File: config.mk
export PLATFORM = sky130hd
export DESIGN_NAME = frame_fifo_drop_oldest_averager_top
export DESIGN_NICKNAME = d
export VERILOG_FILES = /design/src/rtl/core/ffa_pkg.sv /design/src/rtl/core/ffa_ram.sv /design/src/rtl/core/ffa_lane.sv /design/src/rtl/core/frame_fifo_drop_oldest_averager_top.sv
export VERILOG_INCLUDE_DIRS = /design/src /design/src/rtl/core
export SDC_FILE = /design/constraint.sdc
export NUM_CORES = 2
export LEC_CHECK = 0
export BUFFER_PORTS_ARGS = -buffer_cell sky130_fd_sc_hd__buf_2
export CAP_MARGIN = 5
export CORE_MARGIN = 1
export CORE_UTILIZATION = 40
export DETAILED_ROUTE_END_ITERATION = 16
export SYNTH_ARGS = -nofsm -noshare
export SYNTH_HDL_FRONTEND = slang
export SYNTH_SLANG_ARGS = --single-unit
File: constraint.sdc
create_clock -name i_clk -period 19.8 [get_ports i_clk]
set_input_delay 2.97 -clock i_clk [delete_from_list [all_inputs] [get_ports i_clk]]
set_output_delay 2.97 -clock i_clk [all_outputs]
set_load 0.01 [all_outputs]
File: src/rtl/core/assert_macros.svh
// Assertion macros shared by the frame averager RTL.
`ifndef ASSERT_MACROS_SVH
`define ASSERT_MACROS_SVH

// Check that a condition holds at every clock edge outside reset.
`define FFA_ASSERT_ALWAYS(lbl, clk, rst_n, cond, msg) \
    lbl: assert property (@(posedge clk) disable iff (!rst_n) (cond)) else $error(msg);

// Check that a condition implies another one in the same cycle.
`define FFA_ASSERT_IMPL(lbl, clk, rst_n, pre, post, msg) \
    lbl: assert property (@(posedge clk) disable iff (!rst_n) (pre) |-> (post)) else $error(msg);

`endif

File: src/rtl/core/ffa_pkg.sv
`timescale 1ns / 1ps
// Shared types and constants of the frame averager.
package ffa_pkg;

    localparam int SAMPLE_WIDTH = 16;
    localparam int CHANNELS     = 9;
    // one stored frame: valid mark on top, then accel, gyro, mag x/y/z
    localparam int WORD_W       = CHANNELS * SAMPLE_WIDTH + 1;

    localparam logic MODE_PUSH = 1'b0;
    localparam logic MODE_TAKE = 1'b1;

    localparam logic [1:0] ST_PUSHED  = 2'd0;
    localparam logic [1:0] ST_DROPPED = 2'd1;
    localparam logic [1:0] ST_AVG     = 2'd2;
    localparam logic [1:0] ST_NONE    = 2'd3;

    localparam logic [SAMPLE_WIDTH-1:0] S_MAX = {1'b0, {(SAMPLE_WIDTH-1){1'b1}}};
    localparam logic [SAMPLE_WIDTH-1:0] S_MIN = {1'b1, {(SAMPLE_WIDTH-1){1'b0}}};

    typedef struct packed {
        logic                           mode;
        logic                           frame_valid;
        logic signed [SAMPLE_WIDTH-1:0] accel_x;
        logic signed [SAMPLE_WIDTH-1:0] accel_y;
        logic signed [SAMPLE_WIDTH-1:0] accel_z;
        logic signed [SAMPLE_WIDTH-1:0] gyro_x;
        logic signed [SAMPLE_WIDTH-1:0] gyro_y;
        logic signed [SAMPLE_WIDTH-1:0] gyro_z;
        logic signed [SAMPLE_WIDTH-1:0] mag_x;
        logic signed [SAMPLE_WIDTH-1:0] mag_y;
        logic signed [SAMPLE_WIDTH-1:0] mag_z;
    } t_in;

    typedef struct packed {
        logic [1:0]                     status;
        logic signed [SAMPLE_WIDTH-1:0] avg_accel_x;
        logic signed [SAMPLE_WIDTH-1:0] avg_accel_y;
        logic signed [SAMPLE_WIDTH-1:0] avg_accel_z;
        logic signed [SAMPLE_WIDTH-1:0] avg_gyro_x;
        logic signed [SAMPLE_WIDTH-1:0] avg_gyro_y;
        logic signed [SAMPLE_WIDTH-1:0] avg_gyro_z;
        logic signed [SAMPLE_WIDTH-1:0] avg_mag_x;
        logic signed [SAMPLE_WIDTH-1:0] avg_mag_y;
        logic signed [SAMPLE_WIDTH-1:0] avg_mag_z;
    } t_out;

    // per-cycle commands from the sequencer to every channel lane
    typedef struct packed {
        logic clr;
        logic acc;
        logic load;
        logic step;
    } t_lane_ctrl;

endpackage

File: src/rtl/core/ffa_ram.sv
`timescale 1ns / 1ps
// Generic simple dual-port RAM with one write port and a registered read.
module ffa_ram #(
    parameter int WIDTH = 8,
    parameter int DEPTH = 4
) (
    input  logic                     i_clk,
    input  logic                     i_we,
    input  logic [$clog2(DEPTH)-1:0] i_waddr,
    input  logic [WIDTH-1:0]         i_wdata,
    input  logic [$clog2(DEPTH)-1:0] i_raddr,
    output logic [WIDTH-1:0]         o_rdata
);
    logic [WIDTH-1:0] r_mem [DEPTH];
    logic [WIDTH-1:0] r_rdata;

    always_ff @(posedge i_clk) begin
        if (i_we) begin
            r_mem[i_waddr] <= i_wdata;
        end
        r_rdata <= r_mem[i_raddr];
    end

    assign o_rdata = r_rdata;
endmodule

File: src/rtl/core/ffa_lane.sv
`timescale 1ns / 1ps
// One channel lane: running sum, then a bit-serial rounded divide by the frame count.
module ffa_lane #(
    parameter int CNT_W = 3
) (
    input  logic                                   i_clk,
    input  ffa_pkg::t_lane_ctrl                    i_ctrl,
    input  logic signed [ffa_pkg::SAMPLE_WIDTH-1:0] i_sample,
    input  logic [CNT_W-1:0]                       i_cnt,
    output logic signed [ffa_pkg::SAMPLE_WIDTH-1:0] o_mean
);
    import ffa_pkg::*;

    localparam int SUM_W = SAMPLE_WIDTH + CNT_W;
    localparam int NUM_W = SUM_W + 1;
    localparam int DEN_W = CNT_W + 1;
    localparam logic [NUM_W-1:0] Q_HI  = (NUM_W'(1) << (SAMPLE_WIDTH - 1)) - NUM_W'(1);
    localparam logic [NUM_W-1:0] Q_LIM = Q_HI + NUM_W'(1);

    logic signed [SUM_W-1:0] r_sum;
    logic [NUM_W-1:0]        r_num;
    logic [NUM_W-1:0]        r_quo;
    logic [DEN_W-1:0]        r_rem;
    logic [DEN_W-1:0]        r_den;
    logic                    r_neg;

    logic [SUM_W-1:0]        w_mag;
    logic [DEN_W:0]          w_trial;
    logic [DEN_W:0]          w_diff;
    logic                    w_ge;

    always_comb begin
        w_mag   = r_sum[SUM_W-1] ? ('0 - $unsigned(r_sum)) : $unsigned(r_sum);
        w_trial = {r_rem, r_num[NUM_W-1]};
        w_ge    = (w_trial >= {1'b0, r_den});
        w_diff  = w_trial - {1'b0, r_den};
    end

    // quotient of (2|sum| + n) / 2n is the mean rounded half away from zero
    always_ff @(posedge i_clk) begin
        if (i_ctrl.clr) begin
            r_sum <= '0;
        end else if (i_ctrl.acc) begin
            r_sum <= r_sum + SUM_W'(i_sample);
        end
        if (i_ctrl.load) begin
            r_num <= {w_mag, 1'b0} + NUM_W'(i_cnt);
            r_den <= {i_cnt, 1'b0};
            r_rem <= '0;
            r_quo <= '0;
            r_neg <= r_sum[SUM_W-1];
        end else if (i_ctrl.step) begin
            r_num <= {r_num[NUM_W-2:0], 1'b0};
            r_rem <= w_ge ? w_diff[DEN_W-1:0] : w_trial[DEN_W-1:0];
            r_quo <= {r_quo[NUM_W-2:0], w_ge};
        end
    end

    always_comb begin
        if (!r_neg) begin
            o_mean = (r_quo > Q_HI) ? $signed(S_MAX) : $signed(r_quo[SAMPLE_WIDTH-1:0]);
        end else begin
            o_mean = (r_quo > Q_LIM) ? $signed(S_MIN)
                                     : $signed('0 - r_quo[SAMPLE_WIDTH-1:0]);
        end
    end
endmodule

File: src/rtl/core/frame_fifo_drop_oldest_averager_top.sv
`timescale 1ns / 1ps
// Frame averager top level: a ring buffer of QUEUE_DEPTH nine-channel motion
// frames held in one RAM (one write and one registered read port), with a
// drain-and-average command. A push transfer stores a frame at the write slot
// and gives its result in the output register in the next cycle; when the buffer
// is already full the oldest frame is dropped and status reports it. A take
// transfer reads the stored frames oldest first, one RAM read per cycle, sums
// the valid ones in nine channel lanes, then divides every lane at once by the
// frame count with a restoring divider that settles one quotient bit a cycle.
// How long a take lasts is set by the RAM read port during the drain and
// by the bit-serial divide after.
// Means are rounded to nearest with ties away from zero and saturated; status
// 3 with zero means reports a take that found no valid frame. One item is
// worked on at a time; a new transfer is taken while the previous result sits
// in the output register, provided that register is empty or is being read.
// Writes and reads of the RAM never fall in the same cycle, so no forwarding
// is needed, and no clearing pass runs after reset.
module frame_fifo_drop_oldest_averager_top #(
    parameter int QUEUE_DEPTH = 4
) (
    input  logic          i_clk,
    input  logic          i_rst_n,
    input  logic          i_in_valid,
    output logic          o_in_ready,
    input  ffa_pkg::t_in  i_in_data,
    output logic          o_out_valid,
    input  logic          i_out_ready,
    output ffa_pkg::t_out o_out_data
);
    import ffa_pkg::*;
    `include "assert_macros.svh"

    localparam int AW    = $clog2(QUEUE_DEPTH);
    localparam int CNT_W = $clog2(QUEUE_DEPTH + 1);
    localparam int NUM_W = SAMPLE_WIDTH + CNT_W + 1;
    localparam int DCW   = $clog2(NUM_W);

    localparam logic [1:0] S_IDLE  = 2'd0;
    localparam logic [1:0] S_DRAIN = 2'd1;
    localparam logic [1:0] S_DIV   = 2'd2;
    localparam logic [1:0] S_FIN   = 2'd3;

    logic [1:0]       r_state, n_state;
    logic [AW-1:0]    r_wr_slot, n_wr_slot;
    logic [AW-1:0]    r_rd_slot, n_rd_slot;
    logic [CNT_W-1:0] r_fill, n_fill;
    logic [CNT_W-1:0] r_left, n_left;
    logic [CNT_W-1:0] r_n, n_n;
    logic             r_rd_pend, n_rd_pend;
    logic [DCW-1:0]   r_div_cnt, n_div_cnt;
    logic             r_out_valid, n_out_valid;
    t_out             r_out_data, n_out_data;

    logic             w_in_acc;
    logic             w_out_free;
    logic             w_push;
    logic             w_rd_issue;
    logic [WORD_W-1:0] w_wdata;
    logic [WORD_W-1:0] w_rdata;
    logic [AW-1:0]    w_wr_inc;
    logic [AW-1:0]    w_rd_inc;
    t_lane_ctrl       w_ctrl;
    logic signed [SAMPLE_WIDTH-1:0] w_mean [CHANNELS];
    logic [CHANNELS*SAMPLE_WIDTH-1:0] w_mean_flat;

    assign w_out_free = !r_out_valid || i_out_ready;
    assign o_in_ready = (r_state == S_IDLE) && w_out_free;
    assign w_in_acc   = i_in_valid && o_in_ready;
    assign w_push     = w_in_acc && (i_in_data.mode == MODE_PUSH);
    assign w_rd_issue = (r_state == S_DRAIN) && (r_left != '0);

    assign w_wr_inc = (r_wr_slot == AW'(QUEUE_DEPTH - 1)) ? '0 : r_wr_slot + 1'b1;
    assign w_rd_inc = (r_rd_slot == AW'(QUEUE_DEPTH - 1)) ? '0 : r_rd_slot + 1'b1;

    assign w_wdata = {i_in_data.frame_valid,
                      i_in_data.accel_x, i_in_data.accel_y, i_in_data.accel_z,
                      i_in_data.gyro_x,  i_in_data.gyro_y,  i_in_data.gyro_z,
                      i_in_data.mag_x,   i_in_data.mag_y,   i_in_data.mag_z};

    ffa_ram #(
        .WIDTH (WORD_W),
        .DEPTH (QUEUE_DEPTH)
    ) u_store (
        .i_clk   (i_clk),
        .i_we    (w_push),
        .i_waddr (r_wr_slot),
        .i_wdata (w_wdata),
        .i_raddr (r_rd_slot),
        .o_rdata (w_rdata)
    );

    // lane commands: clear on take, add each valid frame as it leaves the RAM,
    // load the divider once the drain is over, then step it
    always_comb begin
        w_ctrl.clr  = w_in_acc && (i_in_data.mode == MODE_TAKE);
        w_ctrl.acc  = r_rd_pend && w_rdata[WORD_W-1];
        w_ctrl.load = (r_state == S_DRAIN) && (r_left == '0) && !r_rd_pend
                      && (r_n != '0);
        w_ctrl.step = (r_state == S_DIV);
    end

    for (genvar c = 0; c < CHANNELS; c++) begin : g_lane
        ffa_lane #(
            .CNT_W (CNT_W)
        ) u_lane (
            .i_clk    (i_clk),
            .i_ctrl   (w_ctrl),
            .i_sample ($signed(w_rdata[(CHANNELS-1-c)*SAMPLE_WIDTH +: SAMPLE_WIDTH])),
            .i_cnt    (r_n),
            .o_mean   (w_mean[c])
        );
    end

    always_comb begin
        for (int c = 0; c < CHANNELS; c++) begin
            w_mean_flat[(CHANNELS-1-c)*SAMPLE_WIDTH +: SAMPLE_WIDTH] = w_mean[c];
        end
    end

    always_comb begin
        n_state     = r_state;
        n_wr_slot   = r_wr_slot;
        n_rd_slot   = r_rd_slot;
        n_fill      = r_fill;
        n_left      = r_left;
        n_n         = r_n;
        n_rd_pend   = w_rd_issue;
        n_div_cnt   = r_div_cnt;
        n_out_valid = r_out_valid && !i_out_ready;
        n_out_data  = r_out_data;

        case (r_state)
            S_IDLE: begin
                if (w_in_acc) begin
                    if (i_in_data.mode == MODE_PUSH) begin
                        // full: drop the oldest frame, fill stays at depth
                        n_wr_slot   = w_wr_inc;
                        n_out_valid = 1'b1;
                        n_out_data  = t_out'({ST_PUSHED, {(CHANNELS*SAMPLE_WIDTH){1'b0}}});
                        if (r_fill == CNT_W'(QUEUE_DEPTH)) begin
                            n_rd_slot         = w_rd_inc;
                            n_out_data.status = ST_DROPPED;
                        end else begin
                            n_fill = r_fill + 1'b1;
                        end
                    end else begin
                        n_left  = r_fill;
                        n_fill  = '0;
                        n_n     = '0;
                        n_state = S_DRAIN;
                    end
                end
            end
            S_DRAIN: begin
                if (w_rd_issue) begin
                    n_rd_slot = w_rd_inc;
                    n_left    = r_left - 1'b1;
                end
                if (w_ctrl.acc) begin
                    n_n = r_n + 1'b1;
                end
                if ((r_left == '0) && !r_rd_pend) begin
                    n_div_cnt = '0;
                    n_state   = (r_n == '0) ? S_FIN : S_DIV;
                end
            end
            S_DIV: begin
                n_div_cnt = r_div_cnt + 1'b1;
                if (r_div_cnt == DCW'(NUM_W - 1)) begin
                    n_state = S_FIN;
                end
            end
            S_FIN: begin
                // hold the result until the output register is free
                if (w_out_free) begin
                    n_out_valid = 1'b1;
                    if (r_n == '0) begin
                        n_out_data = t_out'({ST_NONE, {(CHANNELS*SAMPLE_WIDTH){1'b0}}});
                    end else begin
                        n_out_data = t_out'({ST_AVG, w_mean_flat});
                    end
                    n_state = S_IDLE;
                end
            end
            default: begin
                n_state = S_IDLE;
            end
        endcase
    end

    always_ff @(posedge i_clk) begin
        if (!i_rst_n) begin
            r_state     <= S_IDLE;
            r_wr_slot   <= '0;
            r_rd_slot   <= '0;
            r_fill      <= '0;
            r_left      <= '0;
            r_n         <= '0;
            r_rd_pend   <= 1'b0;
            r_div_cnt   <= '0;
            r_out_valid <= 1'b0;
        end else begin
            r_state     <= n_state;
            r_wr_slot   <= n_wr_slot;
            r_rd_slot   <= n_rd_slot;
            r_fill      <= n_fill;
            r_left      <= n_left;
            r_n         <= n_n;
            r_rd_pend   <= n_rd_pend;
            r_div_cnt   <= n_div_cnt;
            r_out_valid <= n_out_valid;
        end
    end

    always_ff @(posedge i_clk) begin
        r_out_data <= n_out_data;
    end

    assign o_out_valid = r_out_valid;
    assign o_out_data  = r_out_data;

    `FFA_ASSERT_ALWAYS(a_fill_bound, i_clk, i_rst_n, r_fill <= CNT_W'(QUEUE_DEPTH), "fill count above depth")
    `FFA_ASSERT_IMPL(a_drain_meets_write, i_clk, i_rst_n, (r_state == S_DRAIN) && (r_left == '0), r_rd_slot == r_wr_slot, "drained buffer has read and write slots apart")
    `FFA_ASSERT_IMPL(a_div_has_count, i_clk, i_rst_n, r_state == S_DIV, r_n != '0, "divide started with no valid frame")
    `FFA_ASSERT_IMPL(a_no_read_on_accept, i_clk, i_rst_n, w_in_acc, !r_rd_pend && !w_rd_issue, "transfer accepted during a drain")
endmodule

== Word level (Yosys, flattened, before mapping) ==
Memory sizes are Yosys's and may differ from the RTL's. A register that Yosys moved wholly into a read port is not among the register bits.
Index checks and enable logic that the tools add are counted.
Cells by class
  add/sub/neg operators: 51
  magnitude comparators: 27
  equal/unequal tests: 17
  multiplexer cells: 101
  bitwise logic cells: 1
  reduce and logical (&&, ||, !) cells: 32
Operators by type and width (number)
  $mux W146: 3
  $mux W16: 27
  $mux W20: 18
  $pmux W146 S2: 1
  $add A20 B3 Y20: 9
  $gt A20 B15 Y1 const B: 9
  $gt A20 B16 Y1 const B: 9
  $add A19 B16 Y19: 9
  $mux W19: 9
  $sub A1 B19 Y19 const A: 9
  $mux W145: 1
  $sub A1 B16 Y16 const A: 9
  $ge A5 B4 Y1: 9
  $mux W4: 9
  $sub A4 B4 Y4: 9
  $mux W3: 8
  $mux W2: 11
  $ne A2 B2 Y1 const B: 7
  $pmux W3 S2: 2
  $reduce_and A4 Y1: 3
  $logic_and A1 B1 Y1: 11
  $pmux W5 S2: 1
  $reduce_and A5 Y1: 2
  $eq A2 B2 Y1 const B: 4
  22 further kinds: 40
Storage, ports and cells
  register bits after elaboration: 747
  memory bits (writable): 580
  bits of input ports: 150
  output and inout port bits: 148
  logic and storage cells: 295
  memories: 1
Memories
  u_store.r_mem: depth 4, width 145, rd ports 1, clocked after memory_dff 1, write ports 1, RTL line ffa_ram.sv:14  | logic [WIDTH-1:0] r_mem [DEPTH];

== Logic depth before layout (Yosys ltp) ==
  word-level depth: 7
  mapped depth: 12
  depth with buffers taken out: 12

== Cells and area by module ==
A second synthesis with hierarchy kept.
Second synthesis, totals
  cell total of the unflattened synthesis: 6460
  area total of the unflattened synthesis: 75399.8 um2
By module, submodules not included
  ffa_lane at g_lane[2].u_lane ...: instances 5, cells an instance 545, area an instance 4902.2 um2, seq. area each 1581.5 um2
  ffa_ram: instances 1, cells an instance 906, area an instance 23824.1 um2, seq. area each 20319.5 um2
  ffa_lane at g_lane[0].u_lane ...: instances 2, cells an instance 597, area an instance 5137.4 um2, seq. area each 1581.5 um2
  frame_fifo_drop_oldest_averager_top: instances 1, cells an instance 469, area an instance 6697.7 um2, seq. area each 4824.6 um2
  ffa_lane at g_lane[1].u_lane: instances 1, cells an instance 598, area an instance 5148.7 um2, seq. area each 1581.5 um2
  ffa_lane at g_lane[8].u_lane: instances 1, cells an instance 568, area an instance 4943.5 um2, seq. area each 1581.5 um2

== Least setup slack after synthesis ==
No wires, ideal clock.
  kind: in2reg
  start: input i_out_ready
  end: register r_out_data, in the netlist o_out_data[0], enable pin
  setup time: 0.653 ns
  data arrival time: 9.300 ns
  required time: 19.147 ns
  setup slack: 9.847 ns
  cell stages on the path: 3
  path buffers: 0
  path through: nand2b_1 -> a21oi_1 -> nor2_1
On the way
  longest elaborated chain between the ends: 5
  elaborated cells on any way between the ends: 6
  those cells by class: 2 x eq/ne; 4 x reduce/logical
Ends and longest elaborated chain
  start: declaration: RTL line frame_fifo_drop_oldest_averager_top.sv:27  | input logic i_out_ready,
  $logic_or A1 B1 Y1 (*): RTL line frame_fifo_drop_oldest_averager_top.sv:66  | assign w_out_free = !r_out_valid || i_out_ready;
  $logic_and A1 B1 Y1: RTL line frame_fifo_drop_oldest_averager_top.sv:67  | assign o_in_ready = (r_state == S_IDLE) && w_out_free;
  $logic_and A1 B1 Y1: RTL line frame_fifo_drop_oldest_averager_top.sv:68  | assign w_in_acc = i_in_valid && o_in_ready;
  $ne A2 B2 Y1 (no line)
  $reduce_and A4 Y1 (no line) (*)
  end signal: assignment: RTL line frame_fifo_drop_oldest_averager_top.sv:216  | r_out_data <= n_out_data;
  end: declaration: RTL line frame_fifo_drop_oldest_averager_top.sv:52  | t_out r_out_data, n_out_data;
Every way passes the cells marked *; elsewhere a longest branch is shown, timed or not.
A chain may end at the register's enable or synchronous reset.

== Final worst setup path ==
  start: input i_out_ready
  end: output o_in_ready
On the way
  longest elaborated chain between the ends: 2
Ends and longest elaborated chain
  $logic_or A1 B1 Y1: RTL line frame_fifo_drop_oldest_averager_top.sv:66
  $logic_and A1 B1 Y1: RTL line frame_fifo_drop_oldest_averager_top.sv:67
  end: declaration: RTL line frame_fifo_drop_oldest_averager_top.sv:24  | output logic o_in_ready,
No other way between the ends.

==> out/metrics.yaml <==
outcome:
  outcome: "finished clean"
detailed_routing:
  vias: 47643
  drt_iter0_markers: 3241
  wl_per_cell_um: 17.7
  dr.pass1.iters: 5
  ant_nets: 0
  wirelength_um: 158000
  drc: 0
  via_per_inst: 5.32
grt:
  grt_max_degree: 147
  grt_pass1_vias: 46287
  antenna_found_initial: 15
  grt-ovfl-total: 0
  track_usage_pct: 17.5
  grt_pass1_wl_um: 254000
clock_tree:
  cts_tree: "yes"
  clockBufferDepth: 3
  cts_setup_buffers: 0
  cts_htree_levels: 4
  clkTransAtPathRegs_ns: 0.06
  clock_sinks: 1464
  cts_root_buf: "clkbuf_16"
  clk_latency_ns: 0.80
  post_cts_resized: 0
  cts_hold_buf: 0
  numCtsBuffers: 164
cells_and_area:
  seq_area_mm2: 0.0384
  fin_nets: 6878
  areaGrowthSynthToFinish_pct: 13.4
  fillCellCount: 16022
  layout_common_cells: "edfxtp_1, nand2_1, nor2_1, dfxtp_1, o21ai_0"
  final_common_cell: "edfxtp_1"
  drive_gt1_share_pct: 13.4
  multi_input_area_mm2: 0.0307
power_and_ir_drop:
  p_per_area_mw_per_mm2: 136
  p_leak_nw: 29.4
  vdd_drop_max_mv: 0.173
die:
  rows: 154
  core-area_mm2: 0.176
  fp.dieH_um: 423
  die_x_um: 423
  start_util_pct: 40.2
  dieArea_mm2: 0.179
  pin_count: 298
timing:
  worst_pin_slew_ns: 1.15
  fin_ws_ns: 13.20
  slew_viol_final: 0
  hold_viol: 0
  finalSetupViolations: 0
  clock_skew_ns: 0.0506
  rsz0062_at_grt: "false"
  fin_setup_tns_ns: 0
  max_freq_mhz: 151
  slew_headroom_pct: 22.8
  min_period_ns: 6.60
  post-route-period-util_pct: 33.3
worst_setup_path:
  cp-end-kind: "primary output"
  path_class: "input pin to primary output"
  cp_max_fo: 7
  timing.rr.start: "r_state[0]"
  start_kind: "input pin"
  crit_path_max_incr_delay_ns: 0.22
  cp_common_cell: "buf_2"
  reg2reg_depth: 8
  required_ns: 16.83
  crit_chain: "buf_2, nand2b_1, and2_1, buf_2"
  slowest_stage: "nand2b_1"
  worstPathArrival_ns: 3.63
  rrSetupSlack_ns: 15.51
  reg2reg_to: "u_store.r_mem[1][47]"
yosys:
  synthCells: 6256
  synth_edf_count: 910
  synth.distinct_cells: 91
  synth_area_per_cell_um2: 11.3
  syn_nets: 6674
  synth.top_cell.area_share_pct: 38.6
  seq_area_frac_synth_pct: 54.3
  ys.flop_type: "edfxtp_1"
  synth.cell_area_mm2: 0.0708
  synthArstFlopShare_pct: 0
  synthTopCellsByArea: "edfxtp_1, dfxtp_1, mux4_2"
  yosysWarnings: 0
  synth-seq-cells: 1464
  yosysTopAreaCell: "edfxtp_1"
place:
  io_buffers: 297
  place_hpwl_um: 107000
  pre_cts_ws_ns: 13.09
  globalplace.congestion: 0.812
job:
  max-cap-violations: 0
min_path:
  hold_path_depth: 2
  worstHoldEndpoint: "g_lane[7].u_lane.r_rem[3]"
  hold_path_startpoint: "g_lane[7].u_lane.r_rem[3]"
  hold_class: "register to register"
[power by group]
| part | switching, mW | leakage, nW | total [mW] | internal, mW |
|---|---|---|---|---|
| clock | 1.30 | 2.78 | 3.17 | 1.88 |
| sequential | 0.470 | 13.0 | 4.43 | 3.96 |
| combinational | 1.90 | 13.7 | 3.29 | 1.39 |
| total | 3.67 | 29.4 | 10.9 | 7.23 |
[cell families (layout without fill, tap and decap cells)]
family	count (synthesis)	count (layout)	synth area share (%)
and+or+nand+nor	1916	1916	13.2
DFF	1464	1464	54.3
AOI/OAI and AO/OA	1397	1397	12.4
buffers and inverters	443	791	2.40
xor gates and xnor gates	395	395	4.89
muxes	373	373	7.84
adders and majority gates	268	268	5.02
other	0	4	0
[worst max path at each step]
stage | from | end | slack, ns
6_report | i_out_ready | o_in_ready | 13.20
3_5_place_dp | i_out_ready | u_store.r_mem[1][80] | 13.09
4_1_cts | i_out_ready | o_in_ready | 13.20
5_1_grt | i_out_ready | o_in_ready | 13.15
3_3_place_gp | i_out_ready | u_store.r_mem[1][80] | 13.13
2_1_floorplan | i_out_ready | o_out_data[0] | 9.85
[registers in the layout (all words and copies together), names as in the netlist, 5 cells and up]
| name | count |
|---|---|
| g_lane.u_lane.r_rem | 36 |
| g_lane.u_lane.r_num | 172 |
| g_lane.u_lane.r_neg | 9 |
| o_out_data | 146 |
| r_div_cnt | 5 |
| u_store.r_mem | 580 |
| u_store.o_rdata | 145 |
| g_lane.u_lane.r_sum | 171 |
| g_lane.u_lane.r_quo | 180 |
[routing by layer]
layer / wire length [µm] / up-vias / global-route usage [%]
met5: 64 / - / 0
met4: 3220 / 12 / 4.75
met3: 5940 / 236 / 2.87
met2: 76200 / 782 / 29.9
met1: 72800 / 22883 / 22.9
li1: - / 23730 / -
[metrics by stage]
step,cell area (µm²),hold slack (ns),utilization [%],power (mW),std cells
after global placement,74500,0.468,42.3,7.74,8634
after floorplan,70800,0.403,-,6.96,6256
after global routing,80300,0.500,45.6,11.6,8945
final,80300,0.486,45.6,10.9,8948
after detailed placement,74500,0.481,42.3,7.81,8634
after CTS,80300,0.490,45.6,11.0,8944
[critical path: cells and delay by family]
family / cells / cell delay [ns]
buffers and inverters: 2 / 0.22
AND/OR/NAND/NOR: 2 / 0.43
[cells in the mapped netlist, types with 25 or more instances]
master	number
nand2_1	628
o31ai_1	73
dfxtp_1	554
xnor2_1	232
ha_1	241
a31oi_1	78
or4_1	34
o21a_1	25
and3_1	36
xor2_1	163
buf_1	47
nand2b_1	50
mux2i_1	225
fa_1	27
o21ai_0	389
or3_1	66
nand4_1	48
nor2_1	552
edfxtp_1	910
nand3_1	100
inv_1	139
a21o_1	78
nor2b_1	84
o41ai_1	36
o211ai_1	77
nor4_1	48
nor3_1	86
clkbuf_1	247
mux4_2	145
a21oi_1	374
a211oi_1	57
[area by class of cell]
type | instances | share of cell area, %
diodes | 4 | 0.0125
flip-flops and latches | 1464 | 47.9
clock buffers | 210 | 5.58
clock inverters | 100 | 1.59
repair buffers | 338 | 2.31
multi-input cells | 4349 | 38.3
inverters | 143 | 0.678
well taps | 2340 | 3.65
(Power assumes the default switching activity.)
